<file path="config.mk">
export PLATFORM = sky130hd
export DESIGN_NAME = dns_name_validator
export DESIGN_NICKNAME = d
export VERILOG_FILES = /design/src/dnv_pkg.sv /design/src/dnv_char_class.sv /design/src/dns_name_validator.sv
export SDC_FILE = /design/constraint.sdc
export NUM_CORES = 1
export LEC_CHECK = 0
export ABC_AREA = 0
export BUFFER_PORTS_ARGS = -buffer_cell sky130_fd_sc_hd__buf_2
export CAP_MARGIN = 20
export CORE_ASPECT_RATIO = 0.8
export CORE_MARGIN = 2
export CORE_UTILIZATION = 55
export DETAILED_ROUTE_END_ITERATION = 8
export PLACE_DENSITY = 0.76
export SLEW_MARGIN = 20
export SYNTH_ARGS = -nofsm -noshare
export SYNTH_HDL_FRONTEND = slang
export SYNTH_SLANG_ARGS = --single-unit
</file>
<file path="constraint.sdc">
create_clock -name clock -period 3.51 [get_ports clock]
set_input_delay 0.5265 -clock clock [delete_from_list [all_inputs] [get_ports clock]]
set_output_delay 0.5265 -clock clock [all_outputs]
set_load 0.02 [all_outputs]
</file>
<file path="src/dnv_pkg.sv">
package dnv_pkg;

   localparam int DEFAULT_MAX_NAME_LENGTH  = 253;
   localparam int DEFAULT_MAX_LABEL_LENGTH = 63;

   localparam int NAME_BYTE_W  = 8;
   localparam int NAME_LEN_W   = 8;
   localparam int LABEL_CNT_W  = 2;

   localparam logic [LABEL_CNT_W-1:0] LABEL_COUNT_SAT = LABEL_CNT_W'(2);

   localparam logic [NAME_BYTE_W-1:0] CHAR_DOT    = 8'h2E;
   localparam logic [NAME_BYTE_W-1:0] CHAR_HYPHEN = 8'h2D;
   localparam logic [NAME_BYTE_W-1:0] CHAR_STAR   = 8'h2A;

   typedef struct packed {
      logic is_plain;
      logic is_hyphen;
      logic is_dot;
      logic is_star;
   } char_class_type;

endpackage

</file>
<file path="src/dnv_char_class.sv">
module dnv_char_class
   import dnv_pkg::*;
(
   input  logic [NAME_BYTE_W-1:0] name_byte,
   output char_class_type         char_class
);

   always_comb begin
      char_class.is_plain  = name_byte inside {[8'h61:8'h7A], [8'h41:8'h5A],
                                               [8'h30:8'h39], CHAR_HYPHEN};
      char_class.is_hyphen = (name_byte == CHAR_HYPHEN);
      char_class.is_dot    = (name_byte == CHAR_DOT);
      char_class.is_star   = (name_byte == CHAR_STAR);
   end

endmodule

</file>
<file path="src/dns_name_validator.sv">
// DNS host-name validator with optional wildcard patterns.
// The request channel carries one byte of a name per beat; the beat with
// req_last_byte set closes the name. Exactly one response beat follows each
// name, carrying the verdict, the length without a trailing root dot and the
// wildcard flag. Bytes of a name that has already failed are still taken.
// The csr channel writes the pattern_allowed bit, which lets the first label
// be a lone asterisk; it is always ready and should be written between names.
// Each byte is registered in the input register on acceptance and processed
// there by the label and length logic; the verdict for a final byte is then
// registered in the response register, which presents it on rsp_valid.
// Unless a final byte waits, one byte is accepted per cycle, set by the single
// byte-processing stage between the input register and the response register.
// While a response waits on rsp_ready, non-final bytes keep flowing; a final
// byte is held in the input register until the response register frees.
// A synchronous reset empties both registers, clears all name state and
// clears pattern_allowed.
module dns_name_validator
   import dnv_pkg::*;
#(
   parameter int MAX_NAME_LENGTH  = DEFAULT_MAX_NAME_LENGTH,
   parameter int MAX_LABEL_LENGTH = DEFAULT_MAX_LABEL_LENGTH
)
(
   input  logic                   clock,
   input  logic                   reset,

   input  logic                   csr_valid,
   output logic                   csr_ready,
   input  logic                   csr_pattern_allowed,

   input  logic                   req_valid,
   output logic                   req_ready,
   input  logic [NAME_BYTE_W-1:0] req_name_byte,
   input  logic                   req_last_byte,

   output logic                   rsp_valid,
   input  logic                   rsp_ready,
   output logic                   rsp_name_valid,
   output logic [NAME_LEN_W-1:0]  rsp_name_length,
   output logic                   rsp_has_wildcard
);

   localparam int LW = $clog2(MAX_LABEL_LENGTH + 2);
   localparam int TW = $clog2(MAX_NAME_LENGTH + 3);
   localparam logic [LW-1:0] LABEL_MAX = LW'(MAX_LABEL_LENGTH);
   localparam logic [TW-1:0] NAME_MAX  = TW'(MAX_NAME_LENGTH);
   localparam logic [TW-1:0] NAME_SAT  = TW'(MAX_NAME_LENGTH + 2);

   logic                   pattern_allowed_ff;

   logic                   s1_valid_ff;
   logic [NAME_BYTE_W-1:0] s1_byte_ff;
   logic                   s1_last_ff;

   logic [LW-1:0]          label_length_ff, label_length_in;
   logic [TW-1:0]          total_length_ff, total_length_in;
   logic [LABEL_CNT_W-1:0] label_count_ff, label_count_in;
   logic                   label_starts_star_ff, label_starts_star_in;
   logic                   last_was_hyphen_ff, last_was_hyphen_in;
   logic                   wildcard_seen_ff, wildcard_seen_in;
   logic                   error_seen_ff, error_seen_in;

   logic                   rsp_valid_ff;
   logic                   rsp_name_valid_ff, rsp_name_valid_in;
   logic [NAME_LEN_W-1:0]  rsp_name_length_ff, rsp_name_length_in;
   logic                   rsp_has_wildcard_ff, rsp_has_wildcard_in;

   char_class_type         char_class;
   logic [TW-1:0]          stripped;
   logic                   out_free;
   logic                   s1_fire;
   logic                   name_ok;

   dnv_char_class u_char_class (
      .name_byte  (s1_byte_ff),
      .char_class (char_class)
   );

   assign out_free  = !rsp_valid_ff || rsp_ready;
   assign s1_fire   = s1_valid_ff && (!s1_last_ff || out_free);
   assign req_ready = !s1_valid_ff || s1_fire;
   assign csr_ready = 1'b1;

   always_comb begin
      label_length_in      = label_length_ff;
      label_count_in       = label_count_ff;
      label_starts_star_in = label_starts_star_ff;
      last_was_hyphen_in   = last_was_hyphen_ff;
      wildcard_seen_in     = wildcard_seen_ff;
      error_seen_in        = error_seen_ff;
      total_length_in      = (total_length_ff < NAME_SAT) ? total_length_ff + 1'b1
                                                          : total_length_ff;

      if (!char_class.is_dot) begin
         if (label_starts_star_ff) begin
            error_seen_in = 1'b1;
         end else if (char_class.is_plain) begin
            if (char_class.is_hyphen && label_length_ff == '0) begin
               error_seen_in = 1'b1;
            end
         end else if (char_class.is_star) begin
            if (!pattern_allowed_ff || label_length_ff != '0 || label_count_ff != '0) begin
               error_seen_in = 1'b1;
            end else begin
               label_starts_star_in = 1'b1;
            end
         end else begin
            error_seen_in = 1'b1;
         end
         last_was_hyphen_in = char_class.is_hyphen;
         if (label_length_ff <= LABEL_MAX) begin
            label_length_in = label_length_ff + 1'b1;
         end
      end

      if (char_class.is_dot || s1_last_ff) begin
         if (label_length_in == '0 || label_length_in > LABEL_MAX) begin
            error_seen_in = 1'b1;
         end else if (label_starts_star_in) begin
            wildcard_seen_in = 1'b1;
         end else if (last_was_hyphen_in) begin
            error_seen_in = 1'b1;
         end
         if (label_count_in < LABEL_COUNT_SAT) begin
            label_count_in = label_count_in + 1'b1;
         end
         label_length_in      = '0;
         label_starts_star_in = 1'b0;
         last_was_hyphen_in   = 1'b0;
      end

      stripped = total_length_in - TW'(char_class.is_dot);
      name_ok  = !error_seen_in && stripped != '0 && stripped <= NAME_MAX &&
                 (!wildcard_seen_in || label_count_in >= LABEL_COUNT_SAT);

      rsp_name_valid_in   = name_ok;
      rsp_name_length_in  = name_ok ? NAME_LEN_W'(stripped) : '0;
      rsp_has_wildcard_in = name_ok && wildcard_seen_in;
   end

   always_ff @(posedge clock) begin
      if (reset) begin
         pattern_allowed_ff <= 1'b0;
      end else if (csr_valid && csr_ready) begin
         pattern_allowed_ff <= csr_pattern_allowed;
      end
   end

   always_ff @(posedge clock) begin
      if (reset) begin
         s1_valid_ff <= 1'b0;
      end else if (req_ready) begin
         s1_valid_ff <= req_valid;
      end
   end

   always_ff @(posedge clock) begin
      if (req_valid && req_ready) begin
         s1_byte_ff <= req_name_byte;
         s1_last_ff <= req_last_byte;
      end
   end

   always_ff @(posedge clock) begin
      if (reset || (s1_fire && s1_last_ff)) begin
         label_length_ff      <= '0;
         total_length_ff      <= '0;
         label_count_ff       <= '0;
         label_starts_star_ff <= 1'b0;
         last_was_hyphen_ff   <= 1'b0;
         wildcard_seen_ff     <= 1'b0;
         error_seen_ff        <= 1'b0;
      end else if (s1_fire) begin
         label_length_ff      <= label_length_in;
         total_length_ff      <= total_length_in;
         label_count_ff       <= label_count_in;
         label_starts_star_ff <= label_starts_star_in;
         last_was_hyphen_ff   <= last_was_hyphen_in;
         wildcard_seen_ff     <= wildcard_seen_in;
         error_seen_ff        <= error_seen_in;
      end
   end

   always_ff @(posedge clock) begin
      if (reset) begin
         rsp_valid_ff <= 1'b0;
      end else if (out_free) begin
         rsp_valid_ff <= s1_valid_ff && s1_last_ff;
      end
   end

   always_ff @(posedge clock) begin
      if (s1_fire && s1_last_ff) begin
         rsp_name_valid_ff   <= rsp_name_valid_in;
         rsp_name_length_ff  <= rsp_name_length_in;
         rsp_has_wildcard_ff <= rsp_has_wildcard_in;
      end
   end

   assign rsp_valid        = rsp_valid_ff;
   assign rsp_name_valid   = rsp_name_valid_ff;
   assign rsp_name_length  = rsp_name_length_ff;
   assign rsp_has_wildcard = rsp_has_wildcard_ff;

   a_rsp_from_last: assert property (@(posedge clock) disable iff (reset)
      $rose(rsp_valid_ff) |-> $past(s1_valid_ff && s1_last_ff))
      else $error("response beat appeared without a final byte");

   a_invalid_zeroed: assert property (@(posedge clock) disable iff (reset)
      rsp_valid_ff && !rsp_name_valid_ff |-> rsp_name_length_ff == '0 && !rsp_has_wildcard_ff)
      else $error("invalid verdict carries a length or wildcard flag");

   a_state_cleared: assert property (@(posedge clock) disable iff (reset)
      s1_fire && s1_last_ff |=> total_length_ff == '0 && label_count_ff == '0 &&
                                !error_seen_ff && !wildcard_seen_ff)
      else $error("name state not cleared after the final byte");

endmodule
</file>
# After elaboration in Yosys (flattened, before gate mapping)
# Cells that the tools add are included.
# word_totals
latch_bits	0
mem_bits_rw	0
reg_bits	43
n_memories	0
romBits	0
inputBits	15
output_inout_bits	13
wordCells	94
# op_classes
n_reduce_logical	33
div_mod_pow	0
n_mul	0
n_addsub	4
n_eq_ne	3
order_cmp	12
muxes	27
n_shift	0
bitwise	0
# ops
cell	count
equality test 8 x 6 -> 1 bit (second input constant)	3
two-way mux 1 bit	21
two-way mux 7 bit	3
>= comparator 8 x 7 -> 1 bit (second input constant)	2
less-or-equal comparator 8 x 7 -> 1 bit (second input constant)	2
zero test 7 bit	2
logical AND 1 bit	12
logical OR 1 bit	9
adder 8 x 1 -> 8 bit (second input constant)	1
>= comparator 8 x 6 -> 1 bit (second input constant)	1
less-or-equal comparator 8 x 6 -> 1 bit (second input constant)	1
less-or-equal comparator 8 bit (second input constant)	1
< comparator 8 bit (second input constant)	1
two-way mux 8 bit	1
nonzero test 8 bit	1
subtractor 8 x 1 -> 8 bit	1
adder 7 x 1 -> 7 bit (second input constant)	1
> comparator 7 x 6 -> 1 bit (second input constant)	1
less-or-equal comparator 7 x 6 -> 1 bit (second input constant)	1
nonzero test 7 bit	1
zero test 1 bit	6
two-way mux 2 bit	2
nonzero test 4 bit	1
adder 2 x 1 -> 2 bit (second input constant)	1
other kinds (3)	3

# Logic depth before layout (Yosys ltp)
# logic_depth
depth_word	17
mapped_depth	13
ltp_nobuf	11

# Modules after synthesis
# A second synthesis with hierarchy kept.
# unflattened
hier_cells	300
area_unflattened_um2	2666.3
# modules_own_cells
mod	cells_per_inst	seq_area_each_um2	area_per_inst_um2	n_inst
dns_name_validator	283	1051.0	2558.7	1
dnv_char_class	17	0.0	107.6	1

# Least setup slack after synthesis
# Ideal clock, no wire load.
# synth_path
kind	register to register
from	register total_length_ff[0]
to	register rsp_name_length_ff[3] (netlist: rsp_name_length[3]), data pin
synth_period_minus_slack_ns	3.213
path_buffers	1
t_required_ns	3.229
slack_ns	0.297
path_stages_with_launch	11
setup_time_ns	0.281
t_arrival_ns	2.932
cell_sequence	dfxtp_1 > ha_1 > buf_2 > nand3_1 > o21ai_0 > a21boi_0 > ha_1 > o31ai_1 > or4b_4 > a2111oi_4 > nor4_1
# synth_via
elab_chain_cells	7
word_cells_on_any_way	9
cone_classes	add/sub (2); order compare (2); mux (1); reduce/logical (4)
# synth_rtl
item	line_no	source
from (decl)	dns_name_validator.sv:56	logic [TW-1:0] total_length_ff, total_length_in;
from (signal assigned)	dns_name_validator.sv:175	total_length_ff <= total_length_in;
adder 8 x 1 -> 8 bit or < comparator 8 bit (tied branches)	dns_name_validator.sv:91	total_length_in = (total_length_ff < NAME_SAT) ? total_length_ff + 1'b1
two-way mux 8 bit (*)	dns_name_validator.sv:91	
subtractor 8 x 1 -> 8 bit (*)	dns_name_validator.sv:132	stripped = total_length_in - TW'(char_class.is_dot);
parallel branches: the longest is 4 deep, another holds less-or-equal comparator 8 bit	--	
to (signal assigned)	dns_name_validator.sv:195	rsp_name_length_ff <= rsp_name_length_in;
to (decl)	dns_name_validator.sv:65	logic [NAME_LEN_W-1:0] rsp_name_length_ff, rsp_name_length_in;
# Mark *: on every way between the ends.
# A chain may end at the register's enable or synchronous reset.

# Final worst setup path
# layout_path
from	register total_length_ff[0]
to	register rsp_name_length_ff[5] (netlist: rsp_name_length[5]), data pin
# Same word-level chain as after synthesis.

==> summary.md <==
| Metric | Value |
|---|---|
| Setup TNS | 0 ns |
| Die height | 64.9 um |
| Longest Clk Path Bufs | 2 |
| Die footprint | about 0.0052 mm^2 |
| Routed WL | about 5400 um |
| Initial DRT Pass Iterations | 5 |
| Layout cells sized above 1 | ~16% |
| Grt ovf | 0 |
| Number of synthesized flops with an enable pin | 19 |
| CTS H-tree depth | 2 |
| CTS tree | yes |
| Syn Inst Count | 284 |
| Crit path kind | register to register |
| Leak Pwr | 0.989 nW |
| Initial DRC count | roughly 130 |
| Critical path peak fanout | 9 |
| Critical path arrival | between 3 and 4 ns |
| M3 GR Usage | 5.01% |
| RSZ-0062 raised after global routing | no |
| Fraction of registers with async set/reset | 0% |
| Layout area overhead | 10.4% |
| Diode count | 0 |
| # IOs | 28 |
| Pwr dens | about 340 mW/mm^2 |
| Total CTS buffers | 5 |
| Top-count cell post-synth | nor2_1 |
| Avg Inst Size Synth | approximately 9 um^2 |
| Routed Antenna Nets | 0 |
| Slew Limit Headroom | 36.0% |
| # nets final | approximately 330 |
| Die X | ~80 um |
| Mapped Nets | slightly above 300 |
| DRC | 0 |
| Distinct cell type count after synthesis | 55 |
| Worst slew pin tran | approximately 0.96 ns |
| Achievable frequency | roughly 310 MHz |
| GRT Total Usage | between 20% and 30% |
| Number of global-route vias before repair | between 1500 and 2000 |
| Most used DFF post-synth | dfxtp_1 |
| WP data required | around 3.5 ns |
| Synth warn | 0 |
| Footprint of the multi-input gates | ~0.0014 mm^2 |
| Initial antenna violation count | 0 |
| Critical path capture point type | register |
| WL/cell | about 15 um |
| Post-Syn Area | around 0.0025 mm^2 |
| Final max-slew violation count | 0 |
| Post-synthesis sequential area ratio | 41.3% |
| Setup Skew | 0.00795 ns |
| GRT Max-Usage Layer | met1 |
| Via count | about 2200 |
| HP Class | primary input to register |
| Yosys top cell area share | ~22% |
| Clock transition at the registers of the reported paths | around 0.080 ns |
| Synth top cells by count | nor2_1 (34), dfxtp_1 (24), a21oi_1 (23) |
| Placed cell count | 359 |
| Synth area leader | edfxtp_1 |
| Post-CTS Hold Fix Bufs | 0 |
| Fin crit share | 91.4% |
| Worst ir drop on vdd | ~200 uV |
| Worst-skew pair later-pin latency | 0.30 ns |
| CP Launch Type | register |
| Minimum clock period | 3.21 ns |
| CTS root buffer | clkbuf_8 |
| Final Hold Viols | 0 |
| Initial Util | around 56% |
| Routability Congestion | between 0.9 and 1 |
| Core ar. | around 0.0045 mm^2 |
| Largest net degree at the start of global routing | 22 |
| Ranking of synthesized cells by area | edfxtp_1 (22%), dfxtp_1 (19%), nor2_1 (5.0%) |
| Row cnt | 22 |
| Total clock sinks | 43 |
| First-pass GRT wire length | just under 9000 um |
| Post-route insts no fill | 368 |
| Met2 Use GR | between 30% and 40% |
| Port bufs | 26 |
| Sequential cell area | about 0.0011 mm^2 |
| Yosys reg bits | between 40 and 50 |
| Status | finished, final reports clean |
| # fillers | roughly 380 |
| M1 GR Usage | approximately a third |
| Max-cap check violation count | 0 |
| Setup Viol. Count Final | 0 |
| HPWL Detailed | between 3000 and 4000 um |
| Vias per cell | between 5 and 6 |
==> registers in the layout, indices dropped and copies added, names as in the netlist <==
signal and cells:
label_starts_star_ff 1, rsp_has_wildcard 1, error_seen_ff 1, total_length_ff 8, s1_byte_ff 8, label_length_ff 7
s1_last_ff 1, last_was_hyphen_ff 1, rsp_valid 1, rsp_name_valid 1, pattern_allowed_ff 1, s1_valid_ff 1
rsp_name_length 8, label_count_ff 2, wildcard_seen_ff 1
==> path summary, 6_finish.rpt <==
kind | cells after the start | slack (ns) | start | end
setup / recovery | 11 | 0.30 | total_length_ff[0] | rsp_name_length[5]
hold / removal | 1 | 0.39 | req_name_byte[2] | s1_byte_ff[2]
setup reg to reg | 11 | 0.30 | total_length_ff[0] | rsp_name_length[5]
hold reg to reg | 2 | 0.45 | error_seen_ff | error_seen_ff
==> metal layers <==
layer	share of wire, %	wire, um	vias to the layer above
li1	-	-	1090
met4	1.2	66	0
met5	0	0	-
met2	42	2260	70
met3	5.5	298	7
met1	51	2760	1001
==> critical path: stages, from the launching register on <==
cell       delay [ns]
dfxtp_1          0.42
ha_1             0.20
nand3_1          0.17
nor2_1           0.27
xor2_1           0.18
ha_1             0.19
ha_1             0.20
o31ai_1          0.13
or4b_4           0.55
a2111oi_4        0.32
buf_4            0.22
nor4_1           0.07
==> final cells by class <==
cell class / count / area share (%)
multi-input cells: 217 / 49.6
flip-flops and latches: 43 / 37.4
repair buffers: 32 / 6.23
well taps: 60 / 2.67
clock buffers: 6 / 2.58
inverters: 8 / 1.07
clock inverters: 2 / 0.445
==> power breakdown <==
part           switching [mW]  internal (mW)  leakage [nW]
Clock                   0.173          0.139        0.0412
Sequential             0.0138          0.538         0.373
Combinational          0.0514         0.0312         0.575
Total                   0.238          0.708         0.989
==> placed cells by master (no fill, tap or decap), drive strengths merged, types with 3 or more instances in the layout <==
master	count
a211oi	5
nand3	9
xor2	7
o21ai	11
or2	4
nand4	3
a31oi	3
nor4b	3
nor2b	4
nor2	34
nor4bb	4
edfxtp	19
ha	7
nand2b	4
buf	32
inv	8
and2	3
nor4	9
o31ai	3
nor3	12
xnor2	8
nand2	19
dfxtp	24
clkbuf	6
mux2i	4
a21oi	23
nor3b	6
==> kinds of logic (layout without fill, tap and decap cells) <==
family	after synthesis	count (layout)	synth area share (%)
and+or+nand+nor	126	126	27.2
AOI/OAI and AO/OA	64	64	16.8
DFF	43	43	41.3
buffers and inverters	24	48	3.93
xor gates and xnor gates	15	15	5.16
adders and majority gates	7	7	3.44
muxes	4	4	2.06
other	1	1	0.147
==> per-stage QoR <==
stage                     power (mW)  cell area [um^2]  hold slack [ns]  utilization (%)  setup slack (ns)
after floorplan                0.619              2550            0.425                -             0.297
after global placement         0.643              2720            0.433             60.3             0.202
after detailed placement       0.645              2720            0.440             60.3            0.0977
after CTS                      0.950              2810            0.392             62.1            0.0732
after global routing           0.977              2810            0.392             62.3            0.0574
final                          0.947              2810            0.394             62.3             0.302
==> timing repair <==
item                                    CTS  global route
buffers inserted                          0             1
gates resized for setup                   0             1
endpoints found under the setup margin    0            10
No activity file was read; power rests on OpenSTA's default activity.
